[src/rtl/hkl_pkg.sv]
// ----------------------------------------------------------------------------
// hkl_pkg
// shared types, codes and the lock key decoder of the keyboard lock led tracker
// ----------------------------------------------------------------------------
package hkl_pkg;

	// operation codes carried in the input tuser
	typedef enum logic [1:0] {
		OP_REPORT_BYTE = 2'd0,
		OP_READ        = 2'd1,
		OP_SET_LED     = 2'd2,
		OP_CLEAR       = 2'd3
	} hkl_op_t;

	// result kinds carried in the output tuser
	typedef enum logic [1:0] {
		KIND_LED        = 2'd0,
		KIND_COUNT      = 2'd1,
		KIND_PAYLOAD    = 2'd2,
		KIND_LED_REPORT = 2'd3
	} hkl_kind_t;

	// read sequencer
	typedef enum logic [1:0] {
		ST_IDLE,
		ST_COUNT,
		ST_PAYLOAD
	} hkl_state_t;

	// configuration register indexes
	localparam logic REG_PAYLOAD_SIZE = 1'b0;
	localparam logic REG_LOCK_MODE    = 1'b1;

	// lock modes
	localparam logic [1:0] MODE_OFF        = 2'd0;
	localparam logic [1:0] MODE_CAPS       = 2'd1;
	localparam logic [1:0] MODE_CAPS_SHIFT = 2'd2;

	// lock keycodes
	localparam logic [7:0] KEY_NUM_LOCK    = 8'h53;
	localparam logic [7:0] KEY_CAPS_LOCK   = 8'h39;
	localparam logic [7:0] KEY_SCROLL_LOCK = 8'h47;
	localparam logic [7:0] KEY_LEFT_GUI    = 8'hE3;
	localparam logic [7:0] KEY_KANA        = 8'h90;

	localparam logic [7:0] SHIFT_MASK = 8'h22;

	localparam int LOCK_W = 5;

	localparam logic [LOCK_W-1:0] LOCK_NUM    = 5'h01;
	localparam logic [LOCK_W-1:0] LOCK_CAPS   = 5'h02;
	localparam logic [LOCK_W-1:0] LOCK_SCROLL = 5'h04;
	localparam logic [LOCK_W-1:0] LOCK_GUI    = 5'h08;
	localparam logic [LOCK_W-1:0] LOCK_KANA   = 5'h10;

	// first keycode position within a report
	localparam int KEY_START = 2;

	// outcome of a report byte, from the lock tracker to the ring
	typedef struct packed {
		logic       done;      // report ended without transfer error
		logic       led_sent;  // lock key set changed, an led report goes out
		logic [7:0] led;       // led pattern after this report
	} hkl_commit_t;

	function automatic logic [LOCK_W-1:0] key_bits(input logic [7:0] key,
	                                               input logic [1:0] mode,
	                                               input logic [7:0] modifier);
		logic caps_on;
		caps_on = (mode == MODE_CAPS) ||
		          ((mode == MODE_CAPS_SHIFT) && ((modifier & SHIFT_MASK) != 8'h00));
		case (key)
			KEY_CAPS_LOCK:   key_bits = caps_on ? LOCK_CAPS : '0;
			KEY_SCROLL_LOCK: key_bits = LOCK_SCROLL;
			KEY_NUM_LOCK:    key_bits = LOCK_NUM;
			KEY_KANA:        key_bits = LOCK_KANA;
			KEY_LEFT_GUI:    key_bits = LOCK_GUI;
			default:         key_bits = '0;
		endcase
	endfunction

endpackage

[src/rtl/hkl_report_ram.sv]
// ----------------------------------------------------------------------------
// hkl_report_ram
// payload byte memory, one write and one registered read port
// ----------------------------------------------------------------------------
module hkl_report_ram #(
	parameter int DEPTH  = 32,
	parameter int ADDR_W = 5
) (
	input  logic              clk,
	input  logic              we,
	input  logic [ADDR_W-1:0] waddr,
	input  logic [7:0]        wdata,
	input  logic              re,
	input  logic [ADDR_W-1:0] raddr,
	output logic [7:0]        rdata
);

	logic [7:0] mem_q [DEPTH];
	logic [7:0] rdata_q;

	always_ff @(posedge clk) begin
		if (we) begin
			mem_q[waddr] <= wdata;
		end
	end

	// read data holds until the next read
	always_ff @(posedge clk) begin
		if (re) begin
			rdata_q <= mem_q[raddr];
		end
	end

	assign rdata = rdata_q;

endmodule

[src/rtl/hkl_lock_track.sv]
// ----------------------------------------------------------------------------
// hkl_lock_track
// report byte position, modifier, lock key masks and the led pattern
// ----------------------------------------------------------------------------
module hkl_lock_track #(
	parameter int POS_W = 4
) (
	input  logic                clk,
	input  logic                arst_n,
	input  logic                byte_en,
	input  logic                set_en,
	input  logic [7:0]          data,
	input  logic                last,
	input  logic                err,
	input  logic [POS_W-1:0]    eff_payload,
	input  logic [1:0]          lock_mode,
	output logic [POS_W-1:0]    pos,
	output logic                store,
	output logic [POS_W-1:0]    count,
	output logic [7:0]          led,
	output hkl_pkg::hkl_commit_t commit
);

	logic [POS_W-1:0]           pos_q;
	logic [7:0]                 modifier_q;
	logic [hkl_pkg::LOCK_W-1:0] pending_q;
	logic [hkl_pkg::LOCK_W-1:0] previous_q;
	logic [7:0]                 led_q;

	logic [POS_W-1:0]           pos_next;
	logic [hkl_pkg::LOCK_W-1:0] key;
	logic [hkl_pkg::LOCK_W-1:0] mask_next;
	logic                       finish;
	logic                       done;
	logic                       change;
	logic [7:0]                 led_new;

	// bytes past the payload size are neither kept nor scanned
	assign store    = byte_en && (pos_q < eff_payload);
	assign pos_next = store ? pos_q + POS_W'(1) : pos_q;

	always_comb begin
		if (store && (pos_q >= POS_W'(hkl_pkg::KEY_START))) begin
			key = hkl_pkg::key_bits(data, lock_mode, modifier_q);
		end else begin
			key = '0;
		end
	end

	assign mask_next = pending_q | key;
	assign finish    = byte_en && last;
	assign done      = finish && !err;
	assign change    = (previous_q != mask_next) && (lock_mode != hkl_pkg::MODE_OFF);
	assign led_new   = change ? (led_q ^ 8'(mask_next)) : led_q;

	always_ff @(posedge clk or negedge arst_n) begin
		if (!arst_n) begin
			pos_q      <= '0;
			modifier_q <= '0;
			pending_q  <= '0;
			previous_q <= '0;
			led_q      <= '0;
		end else begin
			if (store && (pos_q == '0)) begin
				modifier_q <= data;
			end
			if (finish) begin
				pos_q     <= '0;
				pending_q <= '0;
			end else begin
				pos_q     <= pos_next;
				pending_q <= mask_next;
			end
			if (done && change) begin
				previous_q <= mask_next;
				led_q      <= led_new;
			end
			if (set_en) begin
				led_q <= data;
			end
		end
	end

	assign pos             = pos_q;
	assign count           = pos_next;
	assign led             = led_q;
	assign commit.done     = done;
	assign commit.led_sent = done && change;
	assign commit.led      = led_new;

endmodule

[src/rtl/hid_keyboard_lock_led_and_report_ring.sv]
// ----------------------------------------------------------------------------
// hid_keyboard_lock_led_and_report_ring
// keyboard report lock key tracker with led control and a report ring
// ----------------------------------------------------------------------------
// timing: report byte, set led and clear are single words; a result is
//   registered and shows in the cycle after the word that caused it is taken
// throughput: if the output is free, one word per cycle; a read holds input
//   until its results are out, one per cycle via the payload ram read port
// reset: all control state cleared at once, no clearing pass; payload ram
//   holds garbage, bytes past an entry's count are forced to zero on read
// ----------------------------------------------------------------------------
module hid_keyboard_lock_led_and_report_ring #(
	parameter int PAYLOAD_MAX = 8,
	parameter int RING_DEPTH  = 3
) (
	input  logic       clk,
	input  logic       arst_n,

	// configuration
	input  logic       cfg_we,
	input  logic       cfg_index,
	input  logic [3:0] cfg_data,

	// input stream
	input  logic       s_tvalid,
	output logic       s_tready,
	input  logic [7:0] s_tdata,   // data_byte
	input  logic [2:0] s_tuser,   // operation [1:0], transfer_error [2]
	input  logic       s_tlast,   // last byte of a report

	// result stream
	output logic       m_tvalid,
	input  logic       m_tready,
	output logic [7:0] m_tdata,   // value
	output logic [1:0] m_tuser,   // kind [1:0]
	output logic       m_tlast    // last result of one input word
);

	localparam int POS_W     = $clog2(PAYLOAD_MAX + 1);
	localparam int SLOT_W    = $clog2(RING_DEPTH);
	localparam int PHYS_W    = $clog2(RING_DEPTH + 1);
	localparam int FILL_W    = $clog2(RING_DEPTH + 1);
	localparam int MEM_DEPTH = (RING_DEPTH + 1) * PAYLOAD_MAX;
	localparam int ADDR_W    = $clog2(MEM_DEPTH);

	localparam logic [SLOT_W-1:0] SLOT_LAST = SLOT_W'(RING_DEPTH - 1);
	localparam logic [FILL_W-1:0] FILL_FULL = FILL_W'(RING_DEPTH);

	// configuration registers
	logic [3:0] payload_size_q;
	logic [1:0] lock_mode_q;
	logic [POS_W-1:0] eff_payload;

	// ring bookkeeping; payload bytes live in ram slots reached through
	// slot_map_q, with one spare ram slot taking the report in progress
	logic [SLOT_W-1:0] write_slot_q;
	logic [SLOT_W-1:0] read_slot_q;
	logic [FILL_W-1:0] fill_q;
	logic [PHYS_W-1:0] slot_map_q [RING_DEPTH];
	logic [PHYS_W-1:0] stage_phys_q;
	logic [7:0]        ring_led_q [RING_DEPTH];
	logic [POS_W-1:0]  ring_cnt_q [RING_DEPTH];

	// read sequencer
	hkl_pkg::hkl_state_t state_q;
	hkl_pkg::hkl_state_t state_next;
	logic [POS_W-1:0]    rd_cnt_q;
	logic [PHYS_W-1:0]   rd_phys_q;
	logic [POS_W-1:0]    rd_pay_q;
	logic [POS_W-1:0]    idx_q;
	logic [POS_W-1:0]    rd_idx;
	logic                last_byte;

	// output register
	logic                m_tvalid_q;
	logic [7:0]          value_q;
	hkl_pkg::hkl_kind_t  kind_q;
	logic                end_q;
	logic                out_free;
	logic                out_load;
	hkl_pkg::hkl_kind_t  out_kind;
	logic [7:0]          out_value;
	logic                out_end;

	// input side
	logic                accept;
	hkl_pkg::hkl_op_t    op;
	logic [SLOT_W-1:0]   sel_slot;
	logic [PHYS_W-1:0]   sel_phys;

	// lock tracker
	logic [POS_W-1:0]     pos;
	logic                 store;
	logic [POS_W-1:0]     count;
	logic [7:0]           led;
	hkl_pkg::hkl_commit_t commit;

	// ram
	logic                 ram_re;
	logic [ADDR_W-1:0]    ram_waddr;
	logic [ADDR_W-1:0]    ram_raddr;
	logic [7:0]           ram_rdata;

	always_ff @(posedge clk or negedge arst_n) begin
		if (!arst_n) begin
			payload_size_q <= 4'd8;
			lock_mode_q    <= hkl_pkg::MODE_CAPS;
		end else if (cfg_we) begin
			case (cfg_index)
				hkl_pkg::REG_PAYLOAD_SIZE: payload_size_q <= cfg_data;
				hkl_pkg::REG_LOCK_MODE:    lock_mode_q    <= cfg_data[1:0];
				default: ;
			endcase
		end
	end

	// payload size saturates at the ram slot size
	always_comb begin
		if (32'(payload_size_q) > PAYLOAD_MAX) begin
			eff_payload = POS_W'(PAYLOAD_MAX);
		end else begin
			eff_payload = POS_W'(payload_size_q);
		end
	end

	assign out_free = !m_tvalid_q || m_tready;
	assign s_tready = (state_q == hkl_pkg::ST_IDLE) && out_free;
	assign accept   = s_tvalid && s_tready;
	assign op       = hkl_pkg::hkl_op_t'(s_tuser[1:0]);

	// a read looks at the oldest entry, a report commit at the write slot
	assign sel_slot = (op == hkl_pkg::OP_READ) ? read_slot_q : write_slot_q;
	assign sel_phys = slot_map_q[sel_slot];

	hkl_lock_track #(
		.POS_W (POS_W)
	) u_lock_track (
		.clk         (clk),
		.arst_n      (arst_n),
		.byte_en     (accept && (op == hkl_pkg::OP_REPORT_BYTE)),
		.set_en      (accept && (op == hkl_pkg::OP_SET_LED)),
		.data        (s_tdata),
		.last        (s_tlast),
		.err         (s_tuser[2]),
		.eff_payload (eff_payload),
		.lock_mode   (lock_mode_q),
		.pos         (pos),
		.store       (store),
		.count       (count),
		.led         (led),
		.commit      (commit)
	);

	// report bytes go straight into the spare ram slot
	assign ram_waddr = ADDR_W'(stage_phys_q) * ADDR_W'(PAYLOAD_MAX) + ADDR_W'(pos);

	// next payload byte to fetch: first one while the count goes out
	assign rd_idx    = (state_q == hkl_pkg::ST_COUNT) ? '0 : idx_q + POS_W'(1);
	assign ram_raddr = ADDR_W'(rd_phys_q) * ADDR_W'(PAYLOAD_MAX) + ADDR_W'(rd_idx);
	assign last_byte = (idx_q + POS_W'(1)) == rd_pay_q;

	assign ram_re = out_free &&
	                (((state_q == hkl_pkg::ST_COUNT) && (rd_pay_q != '0)) ||
	                 ((state_q == hkl_pkg::ST_PAYLOAD) && !last_byte));

	hkl_report_ram #(
		.DEPTH  (MEM_DEPTH),
		.ADDR_W (ADDR_W)
	) u_report_ram (
		.clk   (clk),
		.we    (store),
		.waddr (ram_waddr),
		.wdata (s_tdata),
		.re    (ram_re),
		.raddr (ram_raddr),
		.rdata (ram_rdata)
	);

	// ring pointers and slot map
	always_ff @(posedge clk or negedge arst_n) begin
		if (!arst_n) begin
			write_slot_q <= '0;
			read_slot_q  <= '0;
			fill_q       <= '0;
			stage_phys_q <= PHYS_W'(RING_DEPTH);
			for (int i = 0; i < RING_DEPTH; i++) begin
				slot_map_q[i] <= PHYS_W'(i);
			end
		end else if (accept) begin
			case (op)
				hkl_pkg::OP_REPORT_BYTE: begin
					if (commit.done) begin
						// finished report takes the write slot, the slot's old
						// ram space becomes the spare
						slot_map_q[write_slot_q] <= stage_phys_q;
						stage_phys_q <= sel_phys;
						write_slot_q <= (write_slot_q == SLOT_LAST) ? '0 :
						                write_slot_q + SLOT_W'(1);
						if (fill_q == FILL_FULL) begin
							// full: oldest entry overwritten
							read_slot_q <= (read_slot_q == SLOT_LAST) ? '0 :
							               read_slot_q + SLOT_W'(1);
						end else begin
							fill_q <= fill_q + FILL_W'(1);
						end
					end
				end
				hkl_pkg::OP_READ: begin
					if (fill_q != '0) begin
						read_slot_q <= (read_slot_q == SLOT_LAST) ? '0 :
						               read_slot_q + SLOT_W'(1);
						fill_q <= fill_q - FILL_W'(1);
					end
				end
				hkl_pkg::OP_CLEAR: begin
					write_slot_q <= '0;
					read_slot_q  <= '0;
					fill_q       <= '0;
				end
				default: ;
			endcase
		end
	end

	// entry led byte and count
	always_ff @(posedge clk) begin
		if (accept && (op == hkl_pkg::OP_REPORT_BYTE) && commit.done) begin
			ring_led_q[write_slot_q] <= commit.led;
			ring_cnt_q[write_slot_q] <= count;
		end
	end

	// read sequencer state
	always_ff @(posedge clk or negedge arst_n) begin
		if (!arst_n) begin
			state_q <= hkl_pkg::ST_IDLE;
		end else begin
			state_q <= state_next;
		end
	end

	always_comb begin
		state_next = state_q;
		case (state_q)
			hkl_pkg::ST_IDLE: begin
				if (accept && (op == hkl_pkg::OP_READ)) begin
					state_next = hkl_pkg::ST_COUNT;
				end
			end
			hkl_pkg::ST_COUNT: begin
				if (out_free) begin
					state_next = (rd_pay_q == '0) ? hkl_pkg::ST_IDLE : hkl_pkg::ST_PAYLOAD;
				end
			end
			hkl_pkg::ST_PAYLOAD: begin
				if (out_free && last_byte) begin
					state_next = hkl_pkg::ST_IDLE;
				end
			end
			default: state_next = hkl_pkg::ST_IDLE;
		endcase
	end

	// snapshot of the entry being read; empty ring reads as count zero
	always_ff @(posedge clk) begin
		if (accept && (op == hkl_pkg::OP_READ)) begin
			rd_cnt_q  <= (fill_q == '0) ? '0 : ring_cnt_q[sel_slot];
			rd_phys_q <= sel_phys;
			rd_pay_q  <= eff_payload;
		end
		if (out_free && (state_q == hkl_pkg::ST_COUNT)) begin
			idx_q <= '0;
		end else if (out_free && (state_q == hkl_pkg::ST_PAYLOAD)) begin
			idx_q <= idx_q + POS_W'(1);
		end
	end

	// result selection
	always_comb begin
		out_load  = 1'b0;
		out_kind  = hkl_pkg::KIND_LED;
		out_value = '0;
		out_end   = 1'b0;
		case (state_q)
			hkl_pkg::ST_IDLE: begin
				if (accept) begin
					case (op)
						hkl_pkg::OP_REPORT_BYTE: begin
							out_load  = commit.led_sent;
							out_kind  = hkl_pkg::KIND_LED_REPORT;
							out_value = commit.led;
							out_end   = 1'b1;
						end
						hkl_pkg::OP_READ: begin
							out_load  = 1'b1;
							out_kind  = hkl_pkg::KIND_LED;
							out_value = (fill_q == '0) ? led : ring_led_q[sel_slot];
						end
						hkl_pkg::OP_SET_LED: begin
							out_load  = 1'b1;
							out_kind  = hkl_pkg::KIND_LED_REPORT;
							out_value = s_tdata;
							out_end   = 1'b1;
						end
						default: ;
					endcase
				end
			end
			hkl_pkg::ST_COUNT: begin
				out_load  = out_free;
				out_kind  = hkl_pkg::KIND_COUNT;
				out_value = 8'(rd_cnt_q);
				out_end   = (rd_pay_q == '0);
			end
			hkl_pkg::ST_PAYLOAD: begin
				// bytes past the entry's count read as zero
				out_load  = out_free;
				out_kind  = hkl_pkg::KIND_PAYLOAD;
				out_value = (idx_q < rd_cnt_q) ? ram_rdata : 8'h00;
				out_end   = last_byte;
			end
			default: ;
		endcase
	end

	// output register
	always_ff @(posedge clk or negedge arst_n) begin
		if (!arst_n) begin
			m_tvalid_q <= 1'b0;
		end else if (out_load) begin
			m_tvalid_q <= 1'b1;
		end else if (m_tready) begin
			m_tvalid_q <= 1'b0;
		end
	end

	always_ff @(posedge clk) begin
		if (out_load) begin
			kind_q  <= out_kind;
			value_q <= out_value;
			end_q   <= out_end;
		end
	end

	assign m_tvalid = m_tvalid_q;
	assign m_tdata  = value_q;
	assign m_tuser  = kind_q;
	assign m_tlast  = end_q;

endmodule
[config.mk]
export PLATFORM = sky130hd
export DESIGN_NAME = hid_keyboard_lock_led_and_report_ring
export DESIGN_NICKNAME = d
export VERILOG_FILES = /design/src/rtl/hkl_pkg.sv /design/src/rtl/hkl_report_ram.sv /design/src/rtl/hkl_lock_track.sv /design/src/rtl/hid_keyboard_lock_led_and_report_ring.sv
export SDC_FILE = /design/constraint.sdc
export NUM_CORES = 1
export LEC_CHECK = 0
export ABC_AREA = 1
export ABC_CLOCK_PERIOD_IN_PS = 4200
export BUFFER_PORTS_ARGS = -buffer_cell sky130_fd_sc_hd__clkbuf_2
export CAP_MARGIN = 10
export CORE_ASPECT_RATIO = 0.6
export CORE_MARGIN = 2
export CORE_UTILIZATION = 55
export CTS_CLUSTER_DIAMETER = 50
export CTS_CLUSTER_SIZE = 25
export DETAILED_ROUTE_END_ITERATION = 10
export GPL_ROUTABILITY_DRIVEN = 0
export PLACE_DENSITY_LB_ADDON = 0.3
export SYNTH_ARGS = -nofsm -noshare
export SYNTH_HDL_FRONTEND = slang
export SYNTH_SLANG_ARGS = --single-unit
[constraint.sdc]
create_clock -name clk -period 4.2 [get_ports clk]
set_clock_uncertainty 0.2 [all_clocks]
set_input_delay 0.63 -clock clk [delete_from_list [all_inputs] [get_ports clk]]
set_output_delay 0.63 -clock clk [all_outputs]
set_load 0.02 [all_outputs]
# ---- Yosys cells after proc, flatten, opt, wreduce, memory -nomap -nowiden
# Memories as Yosys holds them, arrays and structs flattened. A register that Yosys moved wholly into a read port is not among the register bits.
# Cells that the tools add are included.
dict set report op_classes {
  n_bitwise 5
  n_reduce_logical 50
  add_sub_neg 8
  n_eq_ne 24
  order_cmp 7
  n_mux 55
}
# cell count
set op_table {}
lappend op_table {{2-to-1 mux 8 bit} 6}
lappend op_table {{one-hot mux 8 bit (3 select lines)} 2}
lappend op_table {{2-to-1 mux 2 bit} 20}
lappend op_table {{one-hot mux 5 bit (5 select lines)} 1}
lappend op_table {{one-hot mux 2 bit (3 select lines)} 4}
lappend op_table {{logical AND 1 bit} 21}
lappend op_table {{== test 8 x 7 -> 1 bit, second input constant} 2}
lappend op_table {{== test 8 bit, second input constant} 2}
lappend op_table {{2-to-1 mux 4 bit} 4}
lappend op_table {{== test 2 bit, second input constant} 7}
lappend op_table {{adder 5 x 4 -> 5 bit} 2}
lappend op_table {{2-to-1 mux 5 bit} 2}
lappend op_table {{AND reduction 5 bit} 2}
lappend op_table {{nonzero test 2 bit} 5}
lappend op_table {{2-to-1 mux 1 bit} 9}
lappend op_table {{AND reduction 3 bit} 3}
lappend op_table {{adder 4 x 1 -> 4 bit, second input constant} 2}
lappend op_table {{== test 8 x 6 -> 1 bit, second input constant} 1}
lappend op_table {{logical NOT 4 bit} 2}
lappend op_table {{< comparator 4 bit} 2}
lappend op_table {{inequality test 2 bit, second input constant} 4}
lappend op_table {{nonzero test 8 bit} 1}
lappend op_table {{XOR 8 x 5 -> 8 bit} 1}
lappend op_table {{adder 2 x 1 -> 2 bit, second input constant} 3}
lappend op_table {{other kinds (25)} 41}
dict set report totals {
  regBits 72
  word_cells 174
  out_inout_bits 13
  inputBits 22
  mem_count 3
  ram_bits 292
}
# name depth width read_ports rd_clocked_by_memory_dff write_ports line_no
set memory_table {}
lappend memory_table {u_report_ram.mem_q 32 8 1 1 1 hkl_report_ram.sv:18} ;# logic [7:0] mem_q [DEPTH];
lappend memory_table {ring_led_q 3 8 1 0 1 hid_keyboard_lock_led_and_report_ring.sv:61} ;# logic [7:0] ring_led_q [RING_DEPTH];
lappend memory_table {ring_cnt_q 3 4 1 1 1 hid_keyboard_lock_led_and_report_ring.sv:62} ;# logic [POS_W-1:0] ring_cnt_q [RING_DEPTH];

# ---- Logic depth before layout (Yosys ltp)
dict set report depth {
  ltp_word 16
  ltp_mapped 22
}

# ---- By module
# A second synthesis with hierarchy kept.
dict set report unflattened {
  cells_unflattened 1637
  area_unflattened_um2 16935.0
}
# mod cells_per_inst n_inst area_per_inst_um2
set by_module_without_submodules {}
lappend by_module_without_submodules {hkl_report_ram 922 1 10866.7}
lappend by_module_without_submodules {hid_keyboard_lock_led_and_report_ring 478 1 4399.2}
lappend by_module_without_submodules {hkl_lock_track 237 1 1669.1}

# ---- Worst setup path before layout
# No wires, ideal clock.
dict set report synth_timing {
  path_kind {input port to flip-flop}
  startpoint {input s_tuser[0]}
  endpoint {memory ring_cnt_q[2][0], enable pin}
  t_required_ps 3596
  path_buffers 1
  stages 9
  setup_time_ps 404
  path_slack_ps 942
  t_arrival_ps 2654
  path_cell_list {inv_1 > ha_1 > buf_6 > nand4_4 > inv_2 > nand2_1 > nor2_1 > inv_1 > nor3_1}
}
dict set report synth_via {
  elab_chain_len 7
}
# element line_no
set synth_lines {}
lappend synth_lines {{start: declaration} hid_keyboard_lock_led_and_report_ring.sv:28} ;# input logic [2:0] s_tuser,
lappend synth_lines {{logical NOT 2 bit (*)} {hid_keyboard_lock_led_and_report_ring.sv:140, hid_keyboard_lock_led_and_report_ring.sv:227}}
lappend synth_lines {{logical AND 1 bit (*)} {hid_keyboard_lock_led_and_report_ring.sv:140, hid_keyboard_lock_led_and_report_ring.sv:227}}
lappend synth_lines {{logical AND 1 bit} hkl_lock_track.sv:51} ;# assign finish = byte_en && last;
lappend synth_lines {{logical AND 1 bit} hkl_lock_track.sv:52} ;# assign done = finish && !err;
lappend synth_lines {{logical AND 1 bit (*)} hid_keyboard_lock_led_and_report_ring.sv:227} ;# if (accept && (op == hkl_pkg::OP_REPORT_BYTE) && commit.done) begin
lappend synth_lines {{2-to-1 mux 1 bit (*)} hid_keyboard_lock_led_and_report_ring.sv:227}
lappend synth_lines {{2-to-1 mux 1 bit (not written as such) (*)} hid_keyboard_lock_led_and_report_ring.sv:229} ;# ring_cnt_q[write_slot_q] <= count;
lappend synth_lines {{end: declaration} hid_keyboard_lock_led_and_report_ring.sv:62}
# Mark *: on every way between the ends. The rest lies on a longest branch, timed or not.

# ---- Final worst setup path
dict set report layout_timing {
  startpoint {register payload_size_q[3]}
  endpoint {memory u_report_ram.mem_q[26][2], enable pin}
}
dict set report layout_via {
  elab_chain_len 6
}
# element line_no
set layout_lines {}
lappend layout_lines {{start: declaration} hid_keyboard_lock_led_and_report_ring.sv:50} ;# logic [3:0] payload_size_q;
lappend layout_lines {{start signal: assignment} hid_keyboard_lock_led_and_report_ring.sv:110} ;# hkl_pkg::REG_PAYLOAD_SIZE: payload_size_q <= cfg_data;
lappend layout_lines {{> comparator 4 bit} hid_keyboard_lock_led_and_report_ring.sv:119} ;# if (32'(payload_size_q) > PAYLOAD_MAX) begin
lappend layout_lines {{2-to-1 mux 4 bit (*)} hid_keyboard_lock_led_and_report_ring.sv:119}
lappend layout_lines {{< comparator 4 bit (*)} hkl_lock_track.sv:39} ;# assign store = byte_en && (pos_q < eff_payload);
lappend layout_lines {{logical AND 1 bit (*)} hkl_lock_track.sv:39}
lappend layout_lines {{2-to-1 mux 1 bit (*)} hkl_report_ram.sv:22} ;# if (we) begin
lappend layout_lines {{2-to-1 mux 1 bit (not written as such) (*)} hkl_report_ram.sv:23} ;# mem_q[waddr] <= wdata;
lappend layout_lines {{end: declaration} hkl_report_ram.sv:18}
# Marked as above.

==> run_results.csv <==
group,metric,value,unit
timing,period_share,80.4,%
die,initial_core_util,56.5,%
clock_network,cts_hold_buf,0,
yosys,ys.flop_type,"edfxtp_1",
power_and_ir_drop,power_density,624,nW/um^2
yosys,ys_types,50,
flow_run,max_cap_viol_count,0,
clock_network,cts_tree,"yes",
power_and_ir_drop,total_power,0.0112,W
yosys,syn_area_per_cell,11.6,sq um
grt,grt_max_degree,121,
final_layout,final_cell_mix,"321 x edfxtp_1, 231 x nand2_1, 160 x inv_1, 124 x nor2_1, 105 x o211ai_1",
timing,tns,0,ns
power_and_ir_drop,peakVddDrop,0.000531,V
timing,fin_crit,3.38,ns
run_status,failed_checks,"negative hold slack",
clock_network,cts_setup_buffers,0,
run_status,outcome,"finished, violations left",
clock_network,cts_sinks,372,
drt,wl,39300,microns
drt,vias,11000,
yosys,seq_area_frac_synth,66.6,%
clock_network,clockBufferDepth,3,
die,core_area,29000,sq um
die,dieWidth,227,microns
timing,rsz0062_at_grt,"no",
yosys,ys_ff_latch,372,
setup_path,reg2reg_slack,0.82,ns
yosys,yosysTopAreaCellShare,58.8,%
timing,max_freq,296,MHz
clock_network,numCtsBuffers,22,
drt,firstDrtPassIters,5,
die,rows,48,
timing,setup_violations,0,
yosys,synth-async-reset-ratio,12.6,%
drt,ant_nets,0,
final_layout,drive_gt1_share,11.5,%
place,portBuffers,34,
timing,finalHoldViolCount,16,
timing,worst_slew_pin_slew,0.992,ns
timing,setup_ws,0.822,ns
setup_path,worst_ep_arrival_time,3.35,ns
drt,routed_via_density,5.88,
final_layout,nNetsFinal,1491,
clock_network,root_buffer,"clkbuf_16",
final_layout,final_common_cell,"edfxtp_1",
setup_path,criticalPathCategory,"register to register",
yosys,synth_nets,1455,
grt,grtUsageTotal,26.1,%
timing,relSlewSlack,33.6,%
clock_network,clk_pin_slew_worst_paths,0.09,ns
clock_network,cts_max_level,1,
grt,antenna_found_initial,1,
setup_path,crit_path_start_kind,"register",
hold_path,hold_path.class,"input port to asynchronous set/reset pin",
yosys,syn_area,16400,sq um
grt,grt_pass1_wl,60200,microns
setup_path,worstPathRequired,4.17,ns
clock_network,cts_resized,0,
place,placed_cells,1824,
yosys,yosysTopAreaCell,"edfxtp_1",
place,dpl.hpwl,26500,microns
yosys,yosysWarnings,0,
die,ios,35,
timing,hold_ws,-0.0103,ns
yosys,synth-edff-count,321,
timing,slew_violations,0,
drt,drt_drc_violations_left,0,
grt,grt_pass1_vias,10000,
grt,grt_overflow,0,
die,dieHeight,138,microns
yosys,synthTopCellsByArea,"edfxtp_1 59%, dfrtp_1 6.3%, nand2_1 5.3%",
clock_network,clk-insertion-delay-late,0.55,ns
drt,drt_iter0_markers,1587,
power_and_ir_drop,leakage,6.78,nW
setup_path,end_kind,"register",
yosys,syn_inst,1412,
setup_path,cp_max_fo,8,
place,pre_cts_ws,0.698,ns
drt,wl_per_cell,21.1,microns
final_layout,areaGrowthSynthToFinish,9.15,%
final_layout,instances_no_fill,1863,
die,die_area,31200,sq um
[worst paths after layout]
kind                                                from                                   to  cells past startpoint
max in group asynchronous                         arst_n        u_lock_track.pos[0]$_DFF_PN0_                      2
min reg2reg                    slot_map_q[3]$_DFFE_PN0P_            slot_map_q[3]$_DFFE_PN0P_                      2
max                        payload_size_q[3]$_DFFE_PN1P_  u_report_ram.mem_q[26][2]$_DFFE_PP_                      8
min in group clk                             cfg_data[0]           lock_mode_q[0]$_DFFE_PN1P_                      3
min                                               arst_n  u_lock_track.pending_q[3]$_DFF_PN0_                      2
max reg2reg                payload_size_q[3]$_DFFE_PN1P_  u_report_ram.mem_q[26][2]$_DFFE_PP_                      8
[power breakdown]
part / switching [W] / total [W] / internal [W]
Sequential: 0.000241 / 0.00474 / 0.00449
Combinational: 0.00286 / 0.00409 / 0.00123
Clock: 0.00127 / 0.00233 / 0.00106
[sequential cells by signal (all words and copies together), names as in the netlist, 4 cells and up]
signal,flops
u_lock_track.pos,4
slot_map_q,6
rd_cnt_q,4
u_lock_track.pending_q,5
payload_size_q,4
rd_pay_q,4
u_lock_track.led,8
ring_cnt_q,12
idx_q,4
u_report_ram.rdata,8
ring_led_q,24
m_tdata,8
u_lock_track.previous_q,5
u_report_ram.mem_q,256
[cell usage after synthesis, types with 15 or more instances]
| library cell | instances |
|---|---|
| nand2_1 | 231 |
| mux2i_1 | 32 |
| o21ai_0 | 65 |
| nand2_2 | 15 |
| a21oi_1 | 17 |
| nand3_1 | 40 |
| nor3_1 | 36 |
| edfxtp_1 | 321 |
| dfrtp_1 | 41 |
| o211ai_1 | 105 |
| ha_1 | 21 |
| nor2_1 | 127 |
| inv_1 | 160 |
| clkbuf_1 | 50 |
| o311ai_0 | 24 |
[final cells by class]
| class | instances | area [sq um] |
|---|---|---|
| Clock buffer | 25 | 583 |
| Fill cell | 2229 | 11100 |
| Inverter | 169 | 634 |
| Clock inverter | 13 | 126 |
| Tap cell | 400 | 500 |
| Multi-Input combinational cell | 805 | 4590 |
| Antenna cell | 1 | 2.50 |
| Sequential cell | 372 | 10900 |
| Timing Repair Buffer | 78 | 538 |
[per-layer routing]
metal / up-vias / part of all wire (%) / global-route usage [%]
met5: - / 0.033 / 0
met4: 2 / 1.4 / 3.73
met3: 57 / 14 / 9.51
met2: 553 / 39 / 33.5
met1: 5264 / 46 / 42.3
li1: 5083 / - / -
[worst max-delay path: stages, from the launching register on]
cell	delay [ns]
dfstp_2	0.57
inv_1	0.09
ha_1	0.31
a21o_1	0.24
nor2_8	0.18
nand2_1	0.12
inv_1	0.19
nand2_1	0.40
nor2_1	0.70
[logic make-up (layout without fill, tap and decap cells)]
kind of cell | Yosys count | count (layout) | synth area share (%)
AOI/OAI and AO/OA | 265 | 265 | 11.1
adders and majority gates | 21 | 21 | 1.60
DFF | 372 | 372 | 66.6
xor gates and xnor gates | 14 | 14 | 0.749
other | 0 | 1 | 0
and+or+nand+nor | 473 | 473 | 12.4
buffers and inverters | 235 | 285 | 5.58
muxes | 32 | 32 | 1.96
[stage by stage]
step	util [%]	instance area [sq um]
3_3_place_gp	59.2	17200
3_5_place_dp	59.2	17200
6_report	61.6	17900
2_1_floorplan	-	16400
4_1_cts	61.6	17900
5_1_grt	61.6	17900
Power figures use the tool's default switching activity.
